--- src/rtl/rakt_pkg.sv ---
// Shared types and constants for the reference-count aging key table.
// Holds the transfer payload structs, status codes, cell command struct and defaults.
// No dependencies.
package rakt_pkg;

  localparam int ENTRIES_DEF    = 64;
  localparam int COUNT_BITS_DEF = 16;

  localparam int KEY_W      = 32;
  localparam int FIELD_W    = 7;   // occupancy, removed and watermark width
  localparam int CFG_IDX_W  = 2;
  localparam int CFG_DATA_W = 7;

  localparam logic [CFG_IDX_W-1:0] REG_HIGH_MARK = 2'd0;
  localparam logic [CFG_IDX_W-1:0] REG_LOW_MARK  = 2'd1;

  localparam logic [FIELD_W-1:0] HIGH_MARK_RST = 7'd64;
  localparam logic [FIELD_W-1:0] LOW_MARK_RST  = 7'd32;

  localparam logic KIND_REF   = 1'b0;
  localparam logic KIND_CLEAN = 1'b1;

  typedef enum logic [2:0] {
    ST_HIT      = 3'd0,
    ST_INSERTED = 3'd1,
    ST_FULL     = 3'd2,
    ST_LOW      = 3'd3,
    ST_CLEANED  = 3'd4
  } status_t;

  typedef struct packed {
    logic             kind;
    logic [KEY_W-1:0] key;
    logic             check_low_mark;
  } in_item_t;

  typedef struct packed {
    status_t            status;
    logic [FIELD_W-1:0] occupancy;
    logic [FIELD_W-1:0] removed;
  } out_item_t;

  // Broadcast command to every cell in the row
  typedef struct packed {
    logic look;   // register key match
    logic inc;    // bump count of the matching cell
    logic ins;    // write key into the selected cell
    logic dec;    // age all valid counts, flag the freed ones
    logic shift;  // pass removal flags one cell down the row
  } cell_cmd_t;

endpackage

--- src/rtl/rakt_cell.sv ---
// One table entry: valid bit, key and saturating reference count.
// Flags freed entries and shifts the flags down the row for counting.
// Depends on rakt_pkg.
module rakt_cell #(
  parameter int COUNT_BITS = rakt_pkg::COUNT_BITS_DEF
) (
  input  logic                       clk,
  input  logic                       rst_n,
  input  rakt_pkg::cell_cmd_t        cmd,
  input  logic                       sel,
  input  logic [rakt_pkg::KEY_W-1:0] key_in,
  input  logic                       flag_in,
  output logic                       valid_o,
  output logic                       hit_o,
  output logic                       flag_o
);
  import rakt_pkg::*;

  logic                  valid_r;
  logic                  match_r;
  logic                  flag_r;
  logic [KEY_W-1:0]      key_r;
  logic [COUNT_BITS-1:0] count_r;

  always_ff @(posedge clk) begin
    if (!rst_n) begin
      valid_r <= 1'b0;
      match_r <= 1'b0;
      flag_r  <= 1'b0;
    end else begin
      if (cmd.look) begin
        match_r <= valid_r && (key_r == key_in);
      end
      if (cmd.inc && match_r && (count_r != '1)) begin
        count_r <= count_r + COUNT_BITS'(1);
      end
      if (cmd.ins && sel) begin
        valid_r <= 1'b1;
        key_r   <= key_in;
        count_r <= COUNT_BITS'(1);
      end
      if (cmd.dec) begin
        // free on reaching zero, else age by one
        flag_r <= valid_r && (count_r <= COUNT_BITS'(1));
        if (valid_r) begin
          if (count_r <= COUNT_BITS'(1)) begin
            valid_r <= 1'b0;
          end else begin
            count_r <= count_r - COUNT_BITS'(1);
          end
        end
      end else if (cmd.shift) begin
        flag_r <= flag_in;
      end
    end
  end

  assign valid_o = valid_r;
  assign hit_o   = match_r;
  assign flag_o  = flag_r;

endmodule

--- config.mk ---
export PLATFORM = sky130hd
export DESIGN_NAME = rakt_cell
export DESIGN_NICKNAME = d
export VERILOG_FILES = /design/src/rtl/rakt_pkg.sv /design/src/rtl/rakt_cell.sv
export SDC_FILE = /design/constraint.sdc
export NUM_CORES = 1
export LEC_CHECK = 0
export BUFFER_PORTS_ARGS = -buffer_cell sky130_fd_sc_hd__buf_2
export CELL_PAD_IN_SITES_DETAIL_PLACEMENT = 2
export CELL_PAD_IN_SITES_GLOBAL_PLACEMENT = 2
export CORE_ASPECT_RATIO = 0.8
export CORE_MARGIN = 4
export CORE_UTILIZATION = 39
export CTS_BUF_LIST = sky130_fd_sc_hd__clkbuf_4 sky130_fd_sc_hd__clkbuf_8
export DETAILED_ROUTE_END_ITERATION = 12
export GPL_TIMING_DRIVEN = 0
export PLACE_DENSITY_LB_ADDON = 0.15
export SLEW_MARGIN = 20
export SYNTH_ARGS = -nofsm -noshare
export SYNTH_HDL_FRONTEND = slang
export SYNTH_SLANG_ARGS = --single-unit
export TNS_END_PERCENT = 50
--- constraint.sdc ---
create_clock -name clk -period 3.07 [get_ports clk]
set_clock_uncertainty 0.1 [all_clocks]
set_input_delay 0.4605 -clock clk [delete_from_list [all_inputs] [get_ports clk]]
set_output_delay 0.4605 -clock clk [all_outputs]
set_load 0.02 [all_outputs]
==> flow_summary_export.csv, run 1 <==
group,metric,value,unit
global_route,overflow,0,
critical_path,cp.required,3040,ps
synth,synth_area,0.00292,mm^2
synth,synth.distinct_cells,60,
clock_network,cts_sinks,51,
status,status,"finished clean",
finish,final_common_cell,"buf_2",
synth,syn_nets,299,
clock_network,clock_tree.buffer_depth,2,
critical_path,worstPathArrival,2600,ps
die,io_pins,44,
synth,yosysWarnings,0,
finish,final_cell_mix,"buf_2, edfxtp_1, xnor2_1",
die,core_area,0.00709,mm^2
finish,antenna_cells,0,
die,rows,27,
route,viasPerCell,5.89,
global_route,grt_max_degree,33,
route,firstDrtPassIters,4,
sta,period_minus_slack,2630,ps
die,die_y,85.4,um
clock_network,cts_hold_buf,0,
min_path,hold_class,"in -> reg",
sta,hold_viol_final,0,
finish,area_growth,14.2,%
clock_network,cts_setup_buffers,0,
route,wl,8280,um
route,routed-via-count,2313,
global_route,grt_pass1_wl,13700,um
run,drv_cap,0,
clock_network,insertion_delay,310,ps
synth,synth-main-ff-cell,"edfxtp_1",
critical_path,cp-startpoint,"count_r[1]",
critical_path,crit_chain,"inv_1, ha_1, or3b_2, nor3_1, nand2_1, a22o_1, mux2_2",
min_path,whs_path_depth,1,
critical_path,r2r_slack,440,ps
critical_path,critical_path_class,"reg -> reg",
critical_path,ff2ff_path_depth,7,
global_route,grt_usage,0.194,
sta,setup_violations,0,
route,wl_per_cell,21.1,um
placed_design,routabilityCongestion,0.800,
synth,async_flop_share,0,
clock_network,clk_pin_slew_worst_paths,100,ps
finish,layout-drive-gt1-share,0.281,
critical_path,reg2reg_from,"count_r[1]",
critical_path,start_kind,"register",
critical_path,cp_slowest_stage_delay,530,ps
route,drcViolationCount,0,
critical_path,worst-path-max-fanout,6,
sta,slew_headroom,0.506,
clock_network,cts_resized,0,
finish,fin_nets,349,
sta,rsz0062_at_grt,"no",
min_path,min_to,"key_r[1]",
global_route,grt_pass1_vias,2561,
synth,syn_area_per_cell,11.5,um^2
clock_network,cts_root_buf,"clkbuf_8",
sta,timing.setup.tns,0,ps
sta,finalCritPeriodShare,0.855,
min_path,min_from,"key_in[1]",
synth,netlist_instances,255,
die,start_util,0.412,
pwr,power_density,441,mW/mm^2
finish,instances_no_fill,393,
synth,synth_edf_count,48,
sta,slew_violations,0,
placed_design,dpl.hpwl,6370,um
route,drtIter0Drc,73,
placed_design,placedCellCount,385,
pwr,leakage,1.14,nW
clock_network,cts_tree,"done",
die,die_w,105,um
clock_network,h-tree-depth,2,
pwr,peakVddDrop,0.313,mV
synth,ys_seq_area_frac,0.514,
placed_design,port_buffers,43,
sta,tightest_slew,740,ps
synth,ys_seq_elements,51,
critical_path,endpoint_kind,"register",
critical_path,slowest_stage,"or3b_2",
route,antenna_left,0,
clock_network,cts_made_buffers,5,
global_route,antenna_found_initial,0,
die,dieArea,0.00895,mm^2
critical_path,r2r-end,"count_r[12]",
sta,fmax,381,MHz
-- through the flow --
stage / area (um^2) / setup WS, ps / hold slack [ps] / power [mW] / util
after floorplan: 2920 / 836 / 455 / 0.986 / -
after global placement: 3250 / 457 / 387 / 1.07 / 0.457
after detailed placement: 3250 / 475 / 411 / 1.08 / 0.458
after CTS: 3340 / 433 / 233 / 1.49 / 0.470
after global routing: 3340 / 291 / 230 / 1.54 / 0.470
final: 3340 / 444 / 240 / 1.47 / 0.470
-- how the worst max path moves through the flow --
stage                  endpoint  slack (ps)  depth (start not counted)
global route        count_r[12]         290                          7
global placement      key_r[31]         460                          2
finish              count_r[12]         440                          7
floorplan           count_r[12]         840                          7
detailed placement  count_r[12]         470                          7
CTS                 count_r[12]         430                          7
-- cell families after synthesis --
logic type                 share of synthesized area
and+or+nand+nor                                0.192
AOI/OAI and AO/OA                              0.142
DFF                                            0.514
xor gates and xnor gates                      0.0959
buffers and inverters                         0.0274
muxes                                         0.0163
adders and majority gates                     0.0128
-- report_power, final --
group / total [mW] / switching, mW / internal (mW)
registers: 0.844 / 0.0370 / 0.807
clock network: 0.403 / 0.234 / 0.169
logic: 0.224 / 0.124 / 0.0999
-- cell type report --
type                       instances  area [um^2]
fill                             730         3760
sequential                        51         1500
multi-input combinational        190         1340
timing repair buffer              43          215
tap                               87          109
clock buffer                       6         76.3
buffer                            11         68.8
clock inverter                     2         12.5
inverter                           3         11.3
-- routing by layer --
layer | up-vias | GRT usage | routed length [um]
met2 | 31 | 0.333 | 4100
li1 | 1094 | - | -
met1 | 1180 | 0.259 | 3890
met5 | - | 0 | 0
met3 | 8 | 0.0312 | 205
met4 | 0 | 0.0465 | 83
-- Yosys cell counts (3+ instances only) --
| cell type | count | area share |
|---|---|---|
| o21a_1 | 3 | 0.0077 |
| nand4_1 | 14 | 0.030 |
| or2_2 | 3 | 0.0064 |
| buf_4 | 3 | 0.0077 |
| or3_1 | 5 | 0.011 |
| xnor2_1 | 29 | 0.087 |
| edfxtp_1 | 48 | 0.49 |
| a2bb2oi_1 | 4 | 0.012 |
| o21ai_0 | 13 | 0.022 |
| nor4_1 | 5 | 0.011 |
| nor3_1 | 13 | 0.022 |
| xor2_1 | 3 | 0.0090 |
| nand3_1 | 6 | 0.010 |
| ha_1 | 3 | 0.013 |
| a21oi_1 | 11 | 0.019 |
| nand2_1 | 11 | 0.014 |
| nor2_1 | 12 | 0.015 |
| a31oi_1 | 3 | 0.0064 |
| and3_1 | 4 | 0.0086 |
| buf_2 | 7 | 0.012 |
| nor3_2 | 3 | 0.010 |
| dfxtp_1 | 3 | 0.021 |
-- sequential cells by signal, summed over array words and instances (netlist names) --
register	flops
valid_o	1
hit_o	1
flag_o	1
count_r	16
key_r	32
-- critical path: cells and delay by family, from the launching register on --
kind | cells | cell delay, ps
multiplexers | 1 | 260
AO/OA/AOI/OAI | 1 | 200
adder cells (fa/ha/maj) | 1 | 240
flip-flops | 1 | 500
AND/OR/NAND/NOR | 3 | 940
buffers and inverters | 1 | 120
(Power assumes the default switching activity.)
==> run 2, diff against run 1 <==
- ABC_AREA: not set -> 1
- CORE_UTILIZATION: 39 -> 35
==> flow_summary_export.csv, run 2 <==
group,metric,value,unit
run,drv_cap,0,
clock_network,cts_hold_buf,0,
die,core_area,0.00900,mm^2
finish,final_cell_mix,"nand2_1, inv_1, edfxtp_1",
critical_path,worstPathArrival,2260,ps
synth,synth_most_common_cell,"nand2_1",
min_path,hold_class,"in -> reg",
clock_network,clock_tree.buffer_depth,2,
clock_network,h-tree-depth,2,
critical_path,ff2ff_path_depth,8,
clock_network,cts_made_buffers,5,
synth,ys_seq_elements,51,
die,die_y,93.8,um
finish,layout-drive-gt1-share,0.183,
finish,antenna_cells,0,
status,status,"finished clean",
die,io_pins,44,
route,wl,9460,um
critical_path,start_kind,"register",
route,antenna_left,0,
finish,final_common_cell,"nand2_1",
global_route,grt_use_met1,0.255,
global_route,grt_pass1_wl,15700,um
clock_network,cts_setup_buffers,0,
route,wl_per_cell,16.5,um
route,viasPerCell,4.96,
finish,fill_cells,1057,
clock_network,cts_root_buf,"clkbuf_8",
sta,setup_violations,0,
clock_network,cts_tree,"done",
global_route,antenna_found_initial,0,
synth,ys_seq_area_frac,0.466,
sta,hold_viol_final,0,
route,drcViolationCount,0,
synth,synthTopCellsByArea,"edfxtp_1, nand2_1, inv_1, nor2_1, nand3_1",
critical_path,critical_path_class,"reg -> reg",
synth,synth_edf_count,48,
route,drtIter0Drc,96,
synth,synth_commonest_cells,"nand2_1, inv_1, edfxtp_1",
finish,area_growth,15.2,%
sta,fmax,461,MHz
sta,finalCritPeriodShare,0.706,
critical_path,worst-path-max-fanout,10,
pwr,leakage,1.67,nW
route,routed-via-count,2848,
synth,synth.distinct_cells,33,
global_route,grt_busiest_layer,"met2",
finish,largest_reg_flops,32,
synth,syn_nets,451,
min_path,min_to,"key_r[11]",
global_route,grt_usage,0.184,
finish,top_register,"key_r",
critical_path,endpoint_kind,"register",
sta,tightest_slew,526,ps
synth,synth-main-ff-cell,"edfxtp_1",
clock_network,cts_resized,0,
die,rows,31,
min_path,min_from,"key_in[11]",
global_route,grt_max_degree,20,
sta,slew_violations,0,
clock_network,clk_pin_slew_worst_paths,110,ps
die,die_w,115,um
clock_network,insertion_delay,330,ps
finish,instances_no_fill,574,
synth,async_flop_share,0,
synth,yosysWarnings,0,
pwr,power_density,417,mW/mm^2
critical_path,cp.required,3160,ps
critical_path,cp-startpoint,"count_r[0]",
route,firstDrtPassIters,4,
finish,fin_nets,502,
finish,fin_area,0.00371,mm^2
synth,synth_top_cell_area_share,0.447,
global_route,met3_usage,0.0367,
placed_design,placedCellCount,566,
sta,timing.setup.tns,0,ps
global_route,grtUsageMet2,0.298,
sta,period_minus_slack,2170,ps
die,start_util,0.358,
placed_design,place_area,0.00362,mm^2
sta,rsz0062_at_grt,"no",
min_path,whs_path_depth,1,
placed_design,dpl.hpwl,7400,um
critical_path,r2r-end,"count_r[2]",
die,dieArea,0.0108,mm^2
critical_path,reg2reg_from,"count_r[0]",
synth,netlist.top_cell.by_area,"edfxtp_1",
finish,largestRegisters,"key_r (32), count_r (16)",
placed_design,routabilityCongestion,0.831,
global_route,overflow,0,
clock_network,cts_sinks,51,
synth,synth_area,0.00322,mm^2
sta,slew_headroom,0.649,
placed_design,port_buffers,43,
critical_path,r2r_slack,900,ps
pwr,peakVddDrop,0.191,mV
synth,syn_area_per_cell,7.92,um^2
synth,netlist_instances,407,
global_route,grt_pass1_vias,3110,
[run 2: how the worst max path moves through the flow]
| stage | cells past startpoint | end | slack, ps |
|---|---|---|---|
| floorplan | 2 | key_r[0] | 660 |
| global placement | 3 | key_r[4] | -590 |
| detailed placement | 4 | key_r[7] | 880 |
| CTS | 8 | count_r[2] | 890 |
| global route | 8 | count_r[2] | 760 |
| finish | 8 | count_r[2] | 900 |
[run 2: area by class of cell]
| class | count | area [um^2] | share of cell area |
|---|---|---|---|
| Buffer | 6 | 47.5 | 0.0128 |
| Clock buffer | 5 | 68.8 | 0.0185 |
| Clock inverter | 3 | 27.5 | 0.00741 |
| Inverter | 64 | 240 | 0.0647 |
| Multi-Input combinational cell | 286 | 1440 | 0.388 |
| Sequential cell | 51 | 1500 | 0.404 |
| Tap cell | 115 | 144 | 0.0388 |
| Timing Repair Buffer | 44 | 243 | 0.0654 |
[run 2: cell families (layout without fill, tap and decap cells)]
kind of cell,count (synthesis),after routing,share of synthesized area
AOI/OAI and AO/OA,32,32,0.0586
xor gates and xnor gates,22,22,0.0598
adders and majority gates,3,3,0.0117
buffers and inverters,70,122,0.0893
DFF,51,51,0.466
and+or+nand+nor,229,229,0.315
[run 2: power breakdown]
group / total [mW] / leakage [nW] / internal (mW) / switching [mW]
clock network: 0.444 / 0.0467 / 0.170 / 0.274
logic: 0.259 / 1.15 / 0.0953 / 0.164
registers: 0.845 / 0.479 / 0.809 / 0.0351
[run 2: critical path: stages, from the launching register on]
cell      delay [ps]
edfxtp_1         450
inv_1            120
ha_1             260
o21ai_2          180
nor2_4            60
a21oi_4          310
buf_2            350
o21ai_1          130
nand2_1           90
[run 2: layer usage]
metal / routed length (um) / part of all wire
met2: 4360 / 0.46
met4: 67 / 0.0071
met3: 333 / 0.035
met1: 4700 / 0.50
met5: 0 / 0
[run 2: metrics by stage]
step | power, mW | worst slack, ps | util | hold WS [ps]
floorplan | 1.01 | 658 | - | 448
finish | 1.55 | 902 | 0.413 | 228
detailed placement | 1.12 | 878 | 0.402 | 425
CTS | 1.56 | 887 | 0.413 | 218
global route | 1.63 | 760 | 0.413 | 211
global placement | 1.10 | -586 | 0.398 | 370
==> run 3, diff against run 2 <==
- clock period: 3.07 -> 2.2 ns (I/O delays scaled with it)
==> flow_summary_export.csv, run 3 (synthesized netlist as in run 2, its figures left out) <==
group,metric,value,unit
route,routed-via-count,2911,
global_route,antenna_found_initial,0,
die,dieArea,0.0108,mm^2
clock_network,cts_tree,"done",
die,die_w,115,um
clock_network,cts_root_buf,"clkbuf_8",
route,antenna_left,0,
die,start_util,0.358,
run,drv_cap,0,
placed_design,place_area,0.00361,mm^2
sta,slew_violations,0,
critical_path,ff2ff_path_depth,9,
route,viasPerCell,5.02,
clock_network,h-tree-depth,2,
route,wl,9990,um
critical_path,reg2reg_from,"count_r[0]",
critical_path,cp-startpoint,"count_r[0]",
sta,fmax,473,MHz
clock_network,insertion_delay,310,ps
finish,antenna_cells,0,
sta,period_minus_slack,2110,ps
critical_path,endpoint_kind,"register",
min_path,min_to,"key_r[3]",
finish,final_common_cell,"nand2_1",
clock_network,cts_made_buffers,5,
global_route,overflow,0,
finish,area_growth,17.1,%
placed_design,placedCellCount,566,
sta,setup_violations,0,
sta,timing.setup.tns,0,ps
finish,largestRegisters,"key_r (32), count_r (16)",
critical_path,critical_path_class,"reg -> reg",
clock_network,clk_pin_slew_worst_paths,110,ps
finish,largest_reg_flops,32,
clock_network,clock_tree.buffer_depth,2,
die,rows,31,
finish,fin_nets,508,
sta,slew_headroom,0.658,
critical_path,cp.required,2170,ps
finish,final_cell_mix,"nand2_1, inv_1, edfxtp_1",
min_path,hold_class,"in -> reg",
route,drcViolationCount,0,
global_route,grt_pass1_wl,16100,um
pwr,peakVddDrop,0.277,mV
critical_path,worstPathArrival,2080,ps
pwr,leakage,1.71,nW
min_path,min_from,"key_in[3]",
finish,fin_area,0.00377,mm^2
route,drtIter0Drc,145,
critical_path,r2r-end,"count_r[2]",
critical_path,start_kind,"register",
placed_design,routabilityCongestion,0.831,
placed_design,port_buffers,43,
die,die_y,93.8,um
clock_network,cts_sinks,51,
pwr,power_density,597,mW/mm^2
finish,top_register,"key_r",
pwr,fin_total_pwr,2.25,mW
finish,instances_no_fill,580,
route,firstDrtPassIters,4,
min_path,whs_path_depth,1,
sta,hold_viol_final,0,
global_route,grt_usage,0.190,
sta,finalCritPeriodShare,0.960,
sta,tightest_slew,514,ps
route,wl_per_cell,17.2,um
finish,layout-drive-gt1-share,0.196,
global_route,grt_max_degree,25,
die,io_pins,44,
critical_path,worst-path-max-fanout,10,
die,core_area,0.00900,mm^2
global_route,grt_pass1_vias,3176,
finish,fill_cells,1076,
critical_path,r2r_slack,90,ps
status,status,"finished clean",
placed_design,dpl.hpwl,7690,um
-- run 3: cell count changes in the layout (fill, tap and decap cells not counted) --
cell        delta
nor2_2         +1
bufinv_16      +1
buf_2          -1
clkinvlp_4     -1
ha_2           +1
clkbuf_4       +1
buf_12         +1
inv_8          -1
clkinv_1       +1
buf_16         -1
ha_1           -1
buf_4          +6
nor2_1         -1
-- run 3: worst max-delay path by stage --
stage	end	cells after the start	slack (ps)
after floorplan	count_r[3]	9	380
final	count_r[2]	9	90
after global placement	key_r[4]	3	-560
after detailed placement	count_r[8]	9	80
after global routing	count_r[2]	9	-20
after CTS	count_r[14]	12	50
-- run 3: cell type report --
type | instances | area [um^2] | area share
Clock inverter | 3 | 42.5 | 0.0113
Tap cell | 115 | 144 | 0.0381
Multi-Input combinational cell | 286 | 1450 | 0.383
Buffer | 6 | 50.0 | 0.0133
Clock buffer | 5 | 68.8 | 0.0182
Timing Repair Buffer | 50 | 280 | 0.0743
Sequential cell | 51 | 1500 | 0.398
Inverter | 64 | 240 | 0.0637
-- run 3: routing by layer --
layer  share of wire  track usage  vias to the layer above
met1            0.47        0.262                     1435
met4          0.0044       0.0264                        0
met2            0.49        0.325                       46
met5               0            0                        -
li1                -            -                     1426
met3           0.036       0.0277                        4
-- run 3: worst max-delay path, stage by stage (launching register included) --
cell and delay [ps]:
edfxtp_1 450, inv_1 120, ha_1 280, o21ai_2 180, nor2_4 60, a21oi_4 260, nor2_4 100, buf_6 170
nand3_1 90, nand2_1 60
-- run 3: per-stage QoR --
step | hold WS, ps | setup slack, ps | utilization
floorplan | 329 | 378 | -
global placement | 368 | -559 | 0.398
detailed placement | 392 | 77.1 | 0.401
CTS | 103 | 49.6 | 0.413
global route | 87.8 | -22.6 | 0.419
finish | 105 | 87.7 | 0.419
-- run 3: power by group --
group | switching (mW) | internal [mW] | total [mW]
Sequential | 0.0497 | 1.13 | 1.18
Combinational | 0.235 | 0.137 | 0.371
Clock | 0.361 | 0.341 | 0.701
Total | 0.645 | 1.61 | 2.25
-- run 3: what timing repair did --
action | in CTS | in global routing
hold buffers | 0 | 0
setup buffers | 0 | 6
resized for setup | 0 | 3
endpoints found under the setup margin | 0 | 13
